==> config.mk <==
export PLATFORM = sky130hd
export DESIGN_NAME = minifloat_multiply_add
export DESIGN_NICKNAME = d
export VERILOG_FILES = /design/src/sv/mfma_pkg.sv /design/src/sv/minifloat_multiply_add.sv
export SDC_FILE = /design/constraint.sdc
export NUM_CORES = 1
export LEC_CHECK = 0
export ABC_CLOCK_PERIOD_IN_PS = 7300
export BUFFER_PORTS_ARGS = -buffer_cell sky130_fd_sc_hd__buf_4
export CAP_MARGIN = 20
export CORE_MARGIN = 1.5
export CORE_UTILIZATION = 57
export CTS_CLUSTER_DIAMETER = 150
export CTS_CLUSTER_SIZE = 24
export DETAILED_ROUTE_END_ITERATION = 8
export PLACE_DENSITY = 0.79
export SETUP_SLACK_MARGIN = 0.1
export SYNTH_ARGS = -nofsm -noshare
export SYNTH_HDL_FRONTEND = slang
export SYNTH_SLANG_ARGS = --single-unit
==> constraint.sdc <==
create_clock -name clk -period 7.3 [get_ports clk]
set_input_delay 1.46 -clock clk [delete_from_list [all_inputs] [get_ports clk]]
set_output_delay 1.46 -clock clk [all_outputs]
set_load 0.05 [all_outputs]
==> src/sv/mfma_pkg.sv <==
// Shared types and constants for the minifloat multiply/add unit.
package mfma_pkg;

    localparam int WORD_W   = 14;
    localparam int EXP_W    = 5;
    localparam int FRAC_W   = 9;
    localparam int MANT_W   = FRAC_W + 1;
    localparam int PROD_W   = 2 * MANT_W;
    localparam int ECALC_W  = EXP_W + 2;

    localparam int EXP_BIAS = 15;
    localparam int EXP_MAX  = 30;

    localparam logic [EXP_W-1:0] EXP_SPECIAL = '1;
    localparam logic [EXP_W-1:0] EXP_ZERO    = '0;

    typedef enum logic [0:0] {
        FUNC_MUL = 1'b0,
        FUNC_ADD = 1'b1
    } func_t;

endpackage

==> src/sv/minifloat_multiply_add.sv <==
// Top level of the minifloat multiply/add unit: input register, datapath, result register.
//
//  channel | valid     | stall     | payload
//  --------+-----------+-----------+-------------------------------
//  input   | in_valid  | in_stall  | func, operand_a, operand_b
//  output  | out_valid | out_stall | result_code, overflow
//
// Each beat is loaded into the input register and then into the result
// register after a single combinational pass (one 10x10 multiplier or one
// aligning shift and 11-bit add).
// A new beat is taken every cycle while the output drains; throughput is one
// beat per cycle.
// Reset clears both valid flags; payload registers keep whatever they hold.
// A stall on the output holds the result; the input register still takes one
// more beat and then the input stalls until the result is taken.
module minifloat_multiply_add
(
    input  logic                          clk,
    input  logic                          rst_n,

    input  logic                          in_valid,
    output logic                          in_stall,
    input  logic                          func,
    input  logic [mfma_pkg::WORD_W-1:0]   operand_a,
    input  logic [mfma_pkg::WORD_W-1:0]   operand_b,

    output logic                          out_valid,
    input  logic                          out_stall,
    output logic [mfma_pkg::WORD_W-1:0]   result_code,
    output logic                          overflow
);

    localparam int EW = mfma_pkg::EXP_W;
    localparam int FW = mfma_pkg::FRAC_W;
    localparam int MW = mfma_pkg::MANT_W;
    localparam int PW = mfma_pkg::PROD_W;
    localparam int CW = mfma_pkg::ECALC_W;

    // Input register.
    logic                        s1_valid_reg;
    logic                        s1_valid_next;
    mfma_pkg::func_t             func_reg;
    logic [mfma_pkg::WORD_W-1:0] a_reg;
    logic [mfma_pkg::WORD_W-1:0] b_reg;

    // Result register.
    logic                        out_valid_reg;
    logic                        out_valid_next;
    logic [mfma_pkg::WORD_W-1:0] result_code_reg;
    logic [mfma_pkg::WORD_W-1:0] result_code_next;
    logic                        overflow_reg;
    logic                        overflow_next;

    logic                        in_take;
    logic                        advance;

    // Datapath signals.
    logic [EW-1:0]               ea;
    logic [EW-1:0]               eb;
    logic [EW-1:0]               eh;
    logic [EW-1:0]               shift_d;
    logic [MW-1:0]               ma;
    logic [MW-1:0]               mb;
    logic [MW-1:0]               big;
    logic [MW-1:0]               small_m;
    logic [PW-1:0]               prod;
    logic [MW:0]                 sum;
    logic signed [CW-1:0]        e_res;
    logic [FW-1:0]               frac;

    // Advance the input register into the result register when the result
    // register is empty or is handing its beat off this cycle.
    assign advance  = s1_valid_reg && (!out_valid_reg || !out_stall);
    assign in_stall = s1_valid_reg && !advance;
    assign in_take  = in_valid && !in_stall;

    always_comb
    begin
        s1_valid_next = s1_valid_reg;
        if (in_take)
        begin
            s1_valid_next = 1'b1;
        end
        else if (advance)
        begin
            s1_valid_next = 1'b0;
        end
    end

    always_comb
    begin
        out_valid_next = out_valid_reg;
        if (advance)
        begin
            out_valid_next = 1'b1;
        end
        else if (!out_stall)
        begin
            out_valid_next = 1'b0;
        end
    end

    // Single-pass arithmetic on the input register.
    always_comb
    begin
        ea      = a_reg[FW +: EW];
        eb      = b_reg[FW +: EW];
        ma      = {1'b1, a_reg[FW-1:0]};
        mb      = {1'b1, b_reg[FW-1:0]};
        prod    = PW'(ma) * PW'(mb);

        // Align the operand with the smaller exponent; truncation of the
        // shifted-out bits matches truncation of the exact sum.
        if (ea >= eb)
        begin
            eh      = ea;
            shift_d = ea - eb;
            big     = ma;
            small_m = mb;
        end
        else
        begin
            eh      = eb;
            shift_d = eb - ea;
            big     = mb;
            small_m = ma;
        end
        sum = {1'b0, big} + {1'b0, small_m >> shift_d};

        case (func_reg)
            mfma_pkg::FUNC_MUL:
            begin
                e_res = $signed(CW'(ea) + CW'(eb) - CW'(mfma_pkg::EXP_BIAS)
                                + CW'(prod[PW-1]));
                frac  = prod[PW-1] ? prod[PW-2 -: FW] : prod[PW-3 -: FW];
            end
            mfma_pkg::FUNC_ADD:
            begin
                e_res = $signed(CW'(eh) + CW'(sum[MW]));
                frac  = sum[MW] ? sum[MW-1 -: FW] : sum[FW-1:0];
            end
            default:
            begin
                e_res = '0;
                frac  = '0;
            end
        endcase

        // Operand checks first (a before b), then range of the result exponent.
        result_code_next = '0;
        overflow_next    = 1'b0;
        if (ea == mfma_pkg::EXP_SPECIAL)
        begin
            overflow_next = 1'b1;
        end
        else if (ea == mfma_pkg::EXP_ZERO)
        begin
            overflow_next = 1'b0;
        end
        else if (eb == mfma_pkg::EXP_SPECIAL)
        begin
            overflow_next = 1'b1;
        end
        else if (eb == mfma_pkg::EXP_ZERO)
        begin
            overflow_next = 1'b0;
        end
        else if (e_res > $signed(CW'(mfma_pkg::EXP_MAX)))
        begin
            overflow_next = 1'b1;
        end
        else if (e_res >= $signed(CW'(1)))
        begin
            result_code_next = {e_res[EW-1:0], frac};
        end
    end

    always_ff @(posedge clk or negedge rst_n)
    begin
        if (!rst_n)
        begin
            s1_valid_reg  <= 1'b0;
            out_valid_reg <= 1'b0;
        end
        else
        begin
            s1_valid_reg  <= s1_valid_next;
            out_valid_reg <= out_valid_next;
        end
    end

    always_ff @(posedge clk)
    begin
        if (in_take)
        begin
            func_reg <= mfma_pkg::func_t'(func);
            a_reg    <= operand_a;
            b_reg    <= operand_b;
        end
        if (advance)
        begin
            result_code_reg <= result_code_next;
            overflow_reg    <= overflow_next;
        end
    end

    assign out_valid   = out_valid_reg;
    assign result_code = result_code_reg;
    assign overflow    = overflow_reg;

    // A beat moved out of the input register shows up as a valid result.
    a_advance_lands: assert property (@(posedge clk) disable iff (!rst_n)
        advance |=> out_valid_reg)
        else $error("advanced beat did not reach the result register");

    // A taken input beat sits in the input register on the next cycle.
    a_take_lands: assert property (@(posedge clk) disable iff (!rst_n)
        in_take |=> s1_valid_reg)
        else $error("accepted beat lost from the input register");

    // Both registers full and the output stalled: the input must stall.
    a_full_stalls: assert property (@(posedge clk) disable iff (!rst_n)
        (s1_valid_reg && out_valid_reg && out_stall) |-> in_stall)
        else $error("input taken while pipeline is full");

    // An overflowed result always carries a zero code.
    a_ovf_zero: assert property (@(posedge clk) disable iff (!rst_n)
        (out_valid_reg && overflow_reg) |-> (result_code_reg == '0))
        else $error("overflow with nonzero result code");

endmodule
**Yosys cells after proc, flatten, opt, wreduce, memory -nomap -nowiden**

Index checks and enable logic that the tools add are counted.
Widths: inputs -> output; s select.

- Bitwise gates (word level): 2
- Shift operators: 1
- Reductions and logical operators: 12
- Multiply operators: 1
- Muxes and demuxes: 16
- $lt $le $gt $ge: 3
- Equality and inequality tests: 3
- $add $sub $neg: 7

Operators by type and width:

| operator | count |
|---|---|
| $mux 9 | 4 |
| $mul 10x10->20 | 1 |
| $pmux 9 s2 | 1 |
| $pmux 7 s2 | 1 |
| $add 10x10->11 | 1 |
| $eq 5x5->1 const B | 2 |
| $logic_not 5->1 | 2 |
| $mux 5 | 2 |
| $shr 10x5->10 | 1 |
| $sub 5x5->5 | 2 |
| $mux 1 | 8 |
| $add 7x1->7 | 1 |
| $ge 7x2->1 const B | 1 |
| $gt 7x6->1 const B | 1 |
| $sub 6x4->7 const B | 1 |
| $add 5x1->6 | 1 |
| $add 5x5->6 | 1 |
| $reduce_or 6->1 | 1 |
| $ge 5x5->1 | 1 |
| $logic_not 1->1 | 4 |
| $logic_and 1x1->1 | 3 |
| $ne 2x1->1 const B | 1 |
| $not 1->1 | 2 |
| $reduce_bool 2->1 | 1 |
| $logic_or 1x1->1 | 1 |

- Word-level logic and storage cells: 52
- Output and inout port bits: 17
- Flip-flop bits (word level): 46
- Bits of input ports: 33

**Logic depth before layout (Yosys ltp)**

Gate-level depths: netlist of run 1.

- Depth in word-level cells: 11
- Depth in mapped cells: 34
- Mapped depth without buffers: 31

**Least setup slack after synthesis of run 1**

Ideal clock, no wire load.

- Kind: flip-flop to flip-flop
- From: register b_reg[7] in the netlist's numbering
- To: register result_code_reg (netlist bit result_code[4]) (data pin)
- Period minus slack after synthesis: 8,002 ps
- Data required time: 7,031 ps
- Path slack: -702 ps
- Stages on the path, launching flop included: 33
- Setup time: 269 ps
- Arrival: 7,734 ps
- Path through: edfxtp_1 > clkbuf_1 > and2_1 > fa_1 > inv_1 > fa_1 > inv_1 > fa_1 > fa_1 > inv_1 > fa_1 > inv_1 > ha_1 > nand4_1 > nor2_1 > a211oi_1 > o21ai_1 > a211o_1 > xnor2_1 > buf_2 > nand2_1 > nand2_1 > ha_1 > fa_1 > a21o_1 > a21oi_1 > inv_1 > a2111oi_0 > a31o_2 > a2111oi_0 > nand3_1 > buf_2 > a211oi_1

- Word-level cells in the longest chain between the ends: 8
- Elaborated cells on any way between the ends: 15

RTL lines:

| item | line | source |
|---|---|---|
| start: declaration | minifloat_multiply_add.sv:44 | `logic [mfma_pkg::WORD_W-1:0] b_reg;` |
| start signal: assignment | minifloat_multiply_add.sv:198 | `b_reg <= operand_b;` |
| branches (longest 8 deep; another with $mul 10x10->20) | - |  |
| end signal: assignment | minifloat_multiply_add.sv:202 | `result_code_reg <= result_code_next;` |
| end: declaration | minifloat_multiply_add.sv:49 | `logic [mfma_pkg::WORD_W-1:0] result_code_reg;` |

Parallel ways; which one is timed is not known.
A chain may end at the register's enable or synchronous reset.

**Worst setup path in the final report of run 1**

- From: register a_reg[2] in the netlist's numbering
- To: register result_code_reg (netlist bit result_code[13]) (data pin)

- Word-level cells in the longest chain between the ends: 8
- Elaborated cells on any way between the ends: 12

RTL lines:

| item | line | source |
|---|---|---|
| start: declaration | minifloat_multiply_add.sv:43 | `logic [mfma_pkg::WORD_W-1:0] a_reg;` |
| start signal: assignment | minifloat_multiply_add.sv:197 | `a_reg <= operand_a;` |
| branches (longest 4 deep; another with $mul 10x10->20) | - |  |
| $pmux 7 s2 (*) | minifloat_multiply_add.sv:130 | `case (func_reg)` |
| $ge 7x2->1 | minifloat_multiply_add.sv:172 | `else if (e_res >= $signed(CW'(1)))` |
| $not 1->1 (no source line) | - |  |
| $reduce_or 6->1 (no source line) | - |  |

Mark *: on every way between the ends.

==> run_results.csv, run 1 <==
group,metric,value,unit
status,status,"finished with violations",
status,violations,"design-rule violations",
worst_setup_path,required,7.36,ns
grt,antenna_found_initial,0,
worst_setup_path,ff2ff_setup_slack,0.14,ns
synthesis,synth_compound_area_frac,0.133,
hold_path,hold_depth,1,
routing,ant_nets,0,
synthesis,syn-num-nets,908,
grt,grt_max_degree,30,
floorplanning,die_h,112,µm
layout,diodes,0,
synthesis,synth_top_family_by_area,"adder cells",
clock_tree,numCtsBuffers,5,
job,drv_cap,0,
layout,fin_nets,996,
sta,timing.final.crit_share,0.980,
sta,hold_viol,0,
worst_setup_path,cp-end-kind,"flop",
worst_setup_path,slowest_delay,0.54,ns
layout,areaGrowthSynthToFinish,19.9,%
synthesis,synthXorXnorAreaFrac,0.0280,
synthesis,synthAdderAreaFrac,0.339,
place,io_buffers,49,
floorplanning,rows,39,
routing,drt_iter0_markers,478,
synthesis,synth_area_leader_cell,"edfxtp_1",
sta,timing.slew.headroom,0.528,
routing,routed_wl,17.5,mm
power_and_ir_drop,vdd_drop_max,0.201,mV
synthesis,seq_area_frac_synth,0.201,
power_and_ir_drop,p_leak,3.92,nW
place,dp_hpwl,13.9,mm
clock_tree,clock-sinks,46,
clock_tree,hold_buffers,0,
grt,grt-ovfl-total,0,
hold_path,hp-class,"reg -> reg",
layout,utilization,0.708,
synthesis,post_synth_inst_count,729,
sta,clock.fmax,0.140,GHz
sta,rsz0062_at_grt,"true",
clock_tree,clk_pin_slew,0.07,ns
clock_tree,h-tree-depth,2,
worst_setup_path,worst-path-max-fanout,5,
grt,grt_pass1_vias,5761,
synthesis,ys_ff_latch,46,
sta,tightestPinTransition,0.701,ns
place,gp_congestion,0.964,
worst_setup_path,start_kind,"flop",
clock_tree,cts_root_buf,"clkbuf_16",
worst_setup_path,rr_worst_depth,31,
floorplanning,die_x,112,µm
synthesis,synth_ff_type,"edfxtp_1",
sta,drv_slew,0,
worst_setup_path,critical_path_class,"reg -> reg",
synthesis,synth.area.mux_share,0.0671,
grt,grt_pass1_wl,28.0,mm
synthesis,ys_warn_count,0,
synthesis,synthDistinctLibCells,71,
sta,tns,0,ns
synthesis,synth-edff-count,44,
sta,skew,0.0141,ns
routing,viasPerCell,5.88,
clock_tree,cts_buffer_depth,2,
synthesis,avgSynthCellArea,9.36,µm²
worst_setup_path,slowest_stage,"fa_1",
routing,drt_pass1_iterations,7,
routing,num_vias,5650,
layout,drive_gt1_frac,0.231,
synthesis,async_flop_share,0.0435,
power_and_ir_drop,p_per_area,387,nW/µm²
floorplanning,core_area,11600,µm²
synthesis,synth_top_area_frac,0.194,
worst_setup_path,arrival,7.21,ns
floorplanning,initial_core_util,0.590,
floorplanning,die_area,12600,µm²
floorplanning,io_pins,50,
sta,whs,0.480,ns
synthesis,synthTopCellsByCount,"107 x inv_1, 81 x ha_1, 76 x nand2_1",
synthesis,synth.top_cells.by_area,"edfxtp_1 19%, fa_1 19%, ha_1 15%",
grt,track_usage,0.283,
sta,period_needed,7.16,ns
synthesis,yosysMostFrequentCell,"inv_1",
synthesis,synth-simple-area-share,0.151,
clock_tree,cts_tree,"yes",
sta,finalSetupViolCount,0,
synthesis,syn_area,6830,µm²
clock_tree,clk_latency,0.31,ns
routing,drcViolationCount,3,
routing,wl_per_cell,18.3,µm
## layout by cell type, fill, tap and decap left out, types with 4 or more instances in the layout
cell | netlist | layout
a2111oi_4 | 1 | 5
a211o_1 | 4 | 4
a211oi_1 | 16 | 15
a21o_1 | 12 | 12
a21oi_1 | 32 | 28
a21oi_2 | 0 | 4
and2_1 | 30 | 27
and3_1 | 5 | 5
buf_4 | 0 | 105
buf_6 | 2 | 7
clkbuf_16 | 0 | 5
edfxtp_1 | 44 | 44
fa_1 | 65 | 63
ha_1 | 81 | 76
ha_4 | 0 | 4
inv_1 | 107 | 99
inv_2 | 0 | 8
mux2_2 | 7 | 7
mux2i_1 | 32 | 32
nand2_1 | 76 | 72
nand2_2 | 0 | 4
nand2b_1 | 4 | 4
nand3_1 | 7 | 6
nand4_1 | 5 | 5
nor2_1 | 44 | 41
nor2b_1 | 8 | 8
nor3_1 | 8 | 8
nor4_1 | 4 | 4
o21a_1 | 4 | 4
o21ai_0 | 17 | 15
o21bai_1 | 7 | 7
o221ai_1 | 4 | 4
xnor2_1 | 13 | 11
xor2_1 | 7 | 6
## timing repair
item | 4_1_cts | 5_1_grt
hold endpoints to repair | 0 | 0
buffers inserted | 11 | 11
pin swaps | 10 | 31
gates cloned | 1 | 0
endpoints found under the setup margin | 11 | 15
gates resized for setup | 7 | 40
## final timing paths
kind,endpoint,from
setup / recovery,result_code[13],a_reg[2]
setup reg to reg,result_code[13],a_reg[2]
min in group asynchronous,out_valid,rst_n
max in group asynchronous,s1_valid_reg,rst_n
hold / removal,out_valid,s1_valid_reg
hold reg to reg,out_valid,s1_valid_reg
## metrics by stage
| stage | worst slack, ns | std cells | total power [mW] | cell area, µm² |
|---|---|---|---|---|
| after CTS | 0.107 | 950 | 2.99 | 7910 |
| after global routing | -0.0721 | 961 | 3.43 | 8190 |
| final | 0.143 | 961 | 3.17 | 8190 |
| after global placement | 0.146 | 930 | 2.55 | 7610 |
| after detailed placement | -0.0990 | 930 | 2.63 | 7610 |
| after floorplan | 0.110 | 729 | 2.07 | 6960 |
## critical path: cells and delay by family (launching register included)
family	cells	cell delay [ns]
buffers and inverters	7	0.49
and+or+nand+nor	7	0.77
xor gates and xnor gates	1	0.18
adders and majority gates	8	3.29
AOI/OAI and AO/OA	8	1.67
DFF	1	0.49
## report_power, final
part | switching, mW | total (mW) | internal (mW)
registers | 0.0223 | 0.379 | 0.357
clock network | 0.104 | 0.299 | 0.195
logic | 1.41 | 2.49 | 1.08
total | 1.53 | 3.17 | 1.63
## area by class of cell
class / instances / area (µm²)
tap: 143 / 179
multi-input combinational: 544 / 5170
clock inverter: 3 / 63.8
sequential: 46 / 1370
inverter: 108 / 405
clock buffer: 5 / 125
timing repair buffer: 112 / 867
fill: 877 / 3380
## routing by layer
metal	wire, µm	share of wire	GRT usage	vias up
met5	0	0	0	-
met4	365	0.021	0.0819	0
met3	1310	0.075	0.0567	36
met2	7940	0.45	0.453	229
met1	7930	0.45	0.396	2720
li1	-	-	-	2665
## cell families (layout without fill, tap and decap cells)
family / Yosys count / after routing
compound gates: 127 / 127
xor+xnor: 21 / 21
fa+ha+maj: 146 / 146
buf+inv: 139 / 228
flops: 46 / 46
mux: 42 / 42
simple gates: 208 / 208
Power figures use the tool's default switching activity.
==> run 2, diff against run 1 <==
CORE_ASPECT_RATIO = 0.5   (was unset)
==> run 2 against run 1 <==
Effect of this change:
- the run now ends clean
- core utilization increased by 0.69 points
- final cell count increased by 3.5%
- first-iteration DRC count decreased by 14%
- hold slack improved by 0.0041 ns
- worst setup slack got worse by 0.088 ns
- maximum frequency decreased by 1.2%
- routed wire length increased by 5.8%
- critical path type unchanged
- critical endpoint is now overflow
- largest power group unchanged
==> run_results.csv, run 2 (synthesis gave the netlist of run 1 again) <==
group,metric,value,unit
status,status,"finished, final reports clean",
sta,tightestPinTransition,1.00,ns
sta,hold_viol,0,
floorplanning,die_x,158,µm
power_and_ir_drop,power,3.24,mW
worst_setup_path,cpLargestDelayFamily,"adder cells",
grt,grt_pass1_wl,28.3,mm
grt,track_usage,0.292,
worst_setup_path,slowest_stage,"fa_1",
place,dp_hpwl,13.9,mm
routing,wl_per_cell,18.7,µm
routing,routed_wl,18.6,mm
power_and_ir_drop,p_leak,3.97,nW
floorplanning,io_pins,50,
layout,layout_common_cells,"112 x buf_4, 100 x inv_1, 72 x ha_1",
layout,drive_gt1_frac,0.251,
power_and_ir_drop,switching_share,0.493,
routing,drcViolationCount,0,
floorplanning,rows,28,
sta,finalSetupViolCount,0,
sta,tns,0,ns
clock_tree,cts_buffer_depth,2,
grt,grt_max_degree,27,
worst_setup_path,start_kind,"flop",
worst_setup_path,worst-path-max-fanout,6,
worst_setup_path,required,7.45,ns
floorplanning,core_area,11700,µm²
worst_setup_path,path_buf_inv,6,
grt,antenna_found_initial,0,
clock_tree,hold_buffers,0,
job,drv_cap,0,
sta,skew,0.00697,ns
grt,grt_pass1_vias,5800,
routing,ant_nets,0,
layout,mostFrequentLayoutCell,"buf_4",
sta,drv_slew,0,
layout,fin_area,8390,µm²
place,dpl_cell_area,7650,µm²
layout,final_cells,995,
power_and_ir_drop,vdd_drop_max,0.276,mV
sta,whs,0.484,ns
worst_setup_path,cp-end-kind,"flop",
floorplanning,die_h,80.4,µm
power_and_ir_drop,power_frac_comb,0.796,
layout,fin_nets,1008,
routing,drt_pass1_iterations,5,
clock_tree,cts_tree,"yes",
power_and_ir_drop,internal_power,1.64,mW
worst_setup_path,crit_path_frequent_cell,"buf_4",
place,place_inst,954,
clock_tree,cts_root_buf,"clkbuf_16",
routing,viasPerCell,5.86,
floorplanning,die_area,12700,µm²
sta,rsz0062_at_grt,"true",
sta,timing.final.crit_share,0.992,
routing,drt_iter0_markers,412,
floorplanning,initial_core_util,0.582,
place,io_buffers,49,
clock_tree,clk_pin_slew,0.07,ns
layout,diodes,0,
grt,grt-ovfl-total,0,
sta,timing.slew.headroom,0.333,
hold_path,hp-class,"reg -> reg",
place,gp_congestion,0.932,
power_and_ir_drop,p_switching,1.59,mW
worst_setup_path,critical_path_class,"reg -> reg",
sta,clock.fmax,0.138,GHz
power_and_ir_drop,p_per_area,386,nW/µm²
layout,areaGrowthSynthToFinish,22.9,%
power_and_ir_drop,pwr-share-seq,0.118,
clock_tree,clock-sinks,46,
clock_tree,h-tree-depth,2,
clock_tree,clk_latency,0.30,ns
worst_setup_path,slowest_delay,0.60,ns
worst_setup_path,arrival,7.40,ns
sta,period_needed,7.24,ns
routing,num_vias,5828,
power_and_ir_drop,clkPwrFrac,0.086,
clock_tree,numCtsBuffers,5,
[run 2: cell count changes in the layout (fill, tap and decap cells not counted), moves of 3 or more]
cell,previous run,this run
ha_1,76,72
ha_4,4,8
nand2_1,72,69
buf_4,105,112
nand2_2,4,7
fa_1,63,60
fa_2,2,5
[run 2: layout make-up]
type                       instances  area [µm²]
clock buffer                       5         125
tap                              165         206
fill                             840        3350
clock inverter                     3        48.8
multi-input combinational        546        5260
inverter                         108         405
sequential                        46        1370
timing repair buffer             122         971
[run 2: what timing repair did]
item | in CTS | in global routing
buffers inserted | 8 | 23
gates cloned | 1 | 1
resized for setup | 7 | 47
setup endpoints to repair | 15 | 15
pin swaps | 16 | 43
[run 2: worst paths after layout]
kind	startpoint	end	slack, ns	cells after the start
hold / removal	s1_valid_reg	out_valid	0.48	1
min in group asynchronous	rst_n	s1_valid_reg	0.93	1
setup reg to reg	b_reg[4]	overflow	0.06	29
max in group asynchronous	rst_n	out_valid	6.29	1
hold reg to reg	s1_valid_reg	out_valid	0.48	1
setup / recovery	b_reg[4]	overflow	0.06	29
[run 2: power groups by stage]
stage	logic, mW	registers, mW	clock network, mW
after floorplan	1.58	0.489	0
after global placement	2.16	0.385	0
after detailed placement	2.23	0.387	0
after CTS	2.33	0.381	0.277
after global routing	2.79	0.387	0.285
final	2.58	0.383	0.277
[run 2: stage by stage]
step | setup WS (ns) | utilization
2_1_floorplan | 0.110 | -
6_report | 0.0560 | 0.715
4_1_cts | 0.116 | 0.678
3_5_place_dp | -0.130 | 0.652
5_1_grt | -0.187 | 0.715
3_3_place_gp | 0.113 | 0.652
[run 2: per-layer routing]
| metal | global-route usage | wire, µm | vias up |
|---|---|---|---|
| met4 | 0.115 | 608 | 0 |
| met2 | 0.518 | 8950 | 244 |
| met5 | 0 | 0 | - |
| met1 | 0.358 | 7700 | 2837 |
| li1 | - | - | 2689 |
| met3 | 0.0496 | 1310 | 58 |
==> run 3, diff against run 2 <==
CORE_UTILIZATION = 52   (was 57)
PLACE_DENSITY = 0.73   (was 0.79)
SLEW_MARGIN = 20   (was unset)
==> run 3 against run 2 <==
Effect of this change:
- combinational power is 6% lower
- final area down 4.0%
- core utilization down 8.2 points
- clock power is essentially flat
- power fell by 4.8%
- highest routed layer unchanged
- sequential power barely moved
- first-iteration DRC count fell by 22%
- flip-flop and latch count unchanged
==> run_results.csv, run 3 (synthesis gave the netlist of run 1 again) <==
group,metric,value,unit
hold_path,worstHoldEndpoint,"out_valid",
clock_tree,clk_latency,0.30,ns
worst_setup_path,r2r-end,"result_code[7]",
layout,mostFrequentLayoutCell,"inv_1",
worst_setup_path,slowest_delay,0.52,ns
place,gp_congestion,0.915,
worst_setup_path,reg2reg_from,"a_reg[2]",
clock_tree,cts_buffer_depth,2,
layout,multiInputGateArea,5160,µm²
worst_setup_path,critical_path_class,"reg -> reg",
hold_path,min_from,"s1_valid_reg",
floorplanning,io_pins,50,
power_and_ir_drop,p_leak,3.83,nW
worst_setup_path,ff2ff_setup_slack,0.05,ns
clock_tree,numCtsBuffers,5,
floorplanning,die_area,13900,µm²
grt,grtUsageMet2,0.458,
routing,wl_per_cell,17.7,µm
grt,grt_max_degree,27,
place,place_inst,955,
worst_setup_path,worst-path-max-fanout,7,
layout,diodes,0,
sta,tightestPinTransition,0.965,ns
sta,finalSetupViolCount,0,
worst_setup_path,slowest_stage,"fa_1",
floorplanning,core_area,12700,µm²
clock_tree,clk_pin_slew,0.07,ns
clock_tree,hold_buffers,0,
job,drv_cap,0,
layout,layout_common_cells,"102 x inv_1, 93 x buf_4, 76 x ha_1",
worst_setup_path,required,7.34,ns
routing,ant_nets,0,
sta,period_needed,7.25,ns
layout,fillCellCount,1049,
clock_tree,clock-sinks,46,
grt,track_usage,0.267,
hold_path,hold_depth,1,
grt,globalRouteMet1Util,0.354,
grt,grt_use_met3,0.0318,
worst_setup_path,arrival,7.29,ns
power_and_ir_drop,p_per_area,383,nW/µm²
worst_setup_path,cp-end-kind,"flop",
clock_tree,cts_root_buf,"clkbuf_16",
clock_tree,cts_tree,"yes",
routing,viasPerCell,5.72,
floorplanning,die_h,84.0,µm
layout,fin_nets,981,
layout,seq_area,1370,µm²
sta,hold_viol,0,
sta,clock.fmax,0.138,GHz
layout,drive_gt1_frac,0.212,
floorplanning,initial_core_util,0.536,
grt,grt.busiest_layer,"met2",
floorplanning,rows,29,
sta,timing.slew.headroom,0.351,
routing,drcViolationCount,0,
place,dp_hpwl,13.7,mm
hold_path,hp-class,"reg -> reg",
layout,areaGrowthSynthToFinish,18.0,%
status,status,"finished, final reports clean",
grt,grt-ovfl-total,0,
routing,drt_pass1_iterations,5,
power_and_ir_drop,power,3.08,mW
power_and_ir_drop,vdd_drop_max,0.367,mV
worst_setup_path,crit_path_frequent_cell,"fa_1",
sta,rsz0062_at_grt,"true",
routing,routed_wl,17.3,mm
routing,num_vias,5567,
grt,grt_pass1_wl,28.6,mm
worst_setup_path,start_kind,"flop",
floorplanning,die_x,165,µm
grt,antenna_found_initial,0,
place,io_buffers,49,
sta,skew,0.00996,ns
grt,grt_pass1_vias,5833,
sta,timing.final.crit_share,0.994,
worst_setup_path,rr_worst_depth,31,
routing,drt_iter0_markers,322,
sta,drv_slew,0,
layout,final_cells,973,
clock_tree,h-tree-depth,2,
## run 3: changes by cell type in the layout (fill, tap and decap cells not counted), sizes merged
cell,before,now
buf,122,96
o22ai,3,2
## run 3: how the worst max path moves through the flow
stage | start | endpoint | slack, ns
after floorplan | b_reg[6] | result_code[0] | 0.11
after global placement | a_reg[9] | result_code[6] | 0.13
after detailed placement | a_reg[9] | result_code[6] | 0.01
after CTS | a_reg[6] | result_code[2] | 0.11
after global routing | a_reg[5] | result_code[7] | -0.27
final | a_reg[2] | result_code[7] | 0.05
## run 3: cell type report
cell class	count	area share
Timing Repair Buffer	96	0.0909
Tap cell	170	0.0264
Clock buffer	5	0.0155
Sequential cell	46	0.170
Clock inverter	3	0.00606
Multi-Input combinational cell	545	0.641
Inverter	108	0.0503
## run 3: critical path, delay by kind of cell (launching register included)
family                     cells  cell delay (ns)
AOI/OAI and AO/OA              7             1.45
xor gates and xnor gates       2             0.35
adders and majority gates      8             3.25
buffers and inverters          6             0.52
DFF                            1             0.46
and+or+nand+nor                8             0.94
## run 3: stage by stage
step	utilization	hold WS, ns	worst slack (ns)	cell area (µm²)	TNS, ns
floorplan	-	0.442	0.110	6960	0
global placement	0.599	0.461	0.132	7630	0
detailed placement	0.599	0.473	0.0140	7630	0
CTS	0.617	0.489	0.109	7860	0
global route	0.632	0.504	-0.267	8050	-3.55
finish	0.632	0.488	0.0469	8050	0
## run 3: where the power goes
| part | switching [mW] | internal, mW |
|---|---|---|
| Clock | 0.114 | 0.164 |
| Sequential | 0.0233 | 0.357 |
| Combinational | 1.40 | 1.03 |
| Total | 1.54 | 1.55 |
## run 3: routing by layer
layer	wire, µm	share of wire	vias to the layer above
met2	8310	0.48	190
li1	-	-	2635
met1	7510	0.44	2715
met5	0	0	-
met4	389	0.023	0
met3	1040	0.060	27
## run 3: repair_timing
item,4_1_cts,5_1_grt
setup buffers,2,7
pin swaps,4,23
setup endpoints to repair,11,15
resized for setup,4,32
cloned,1,0
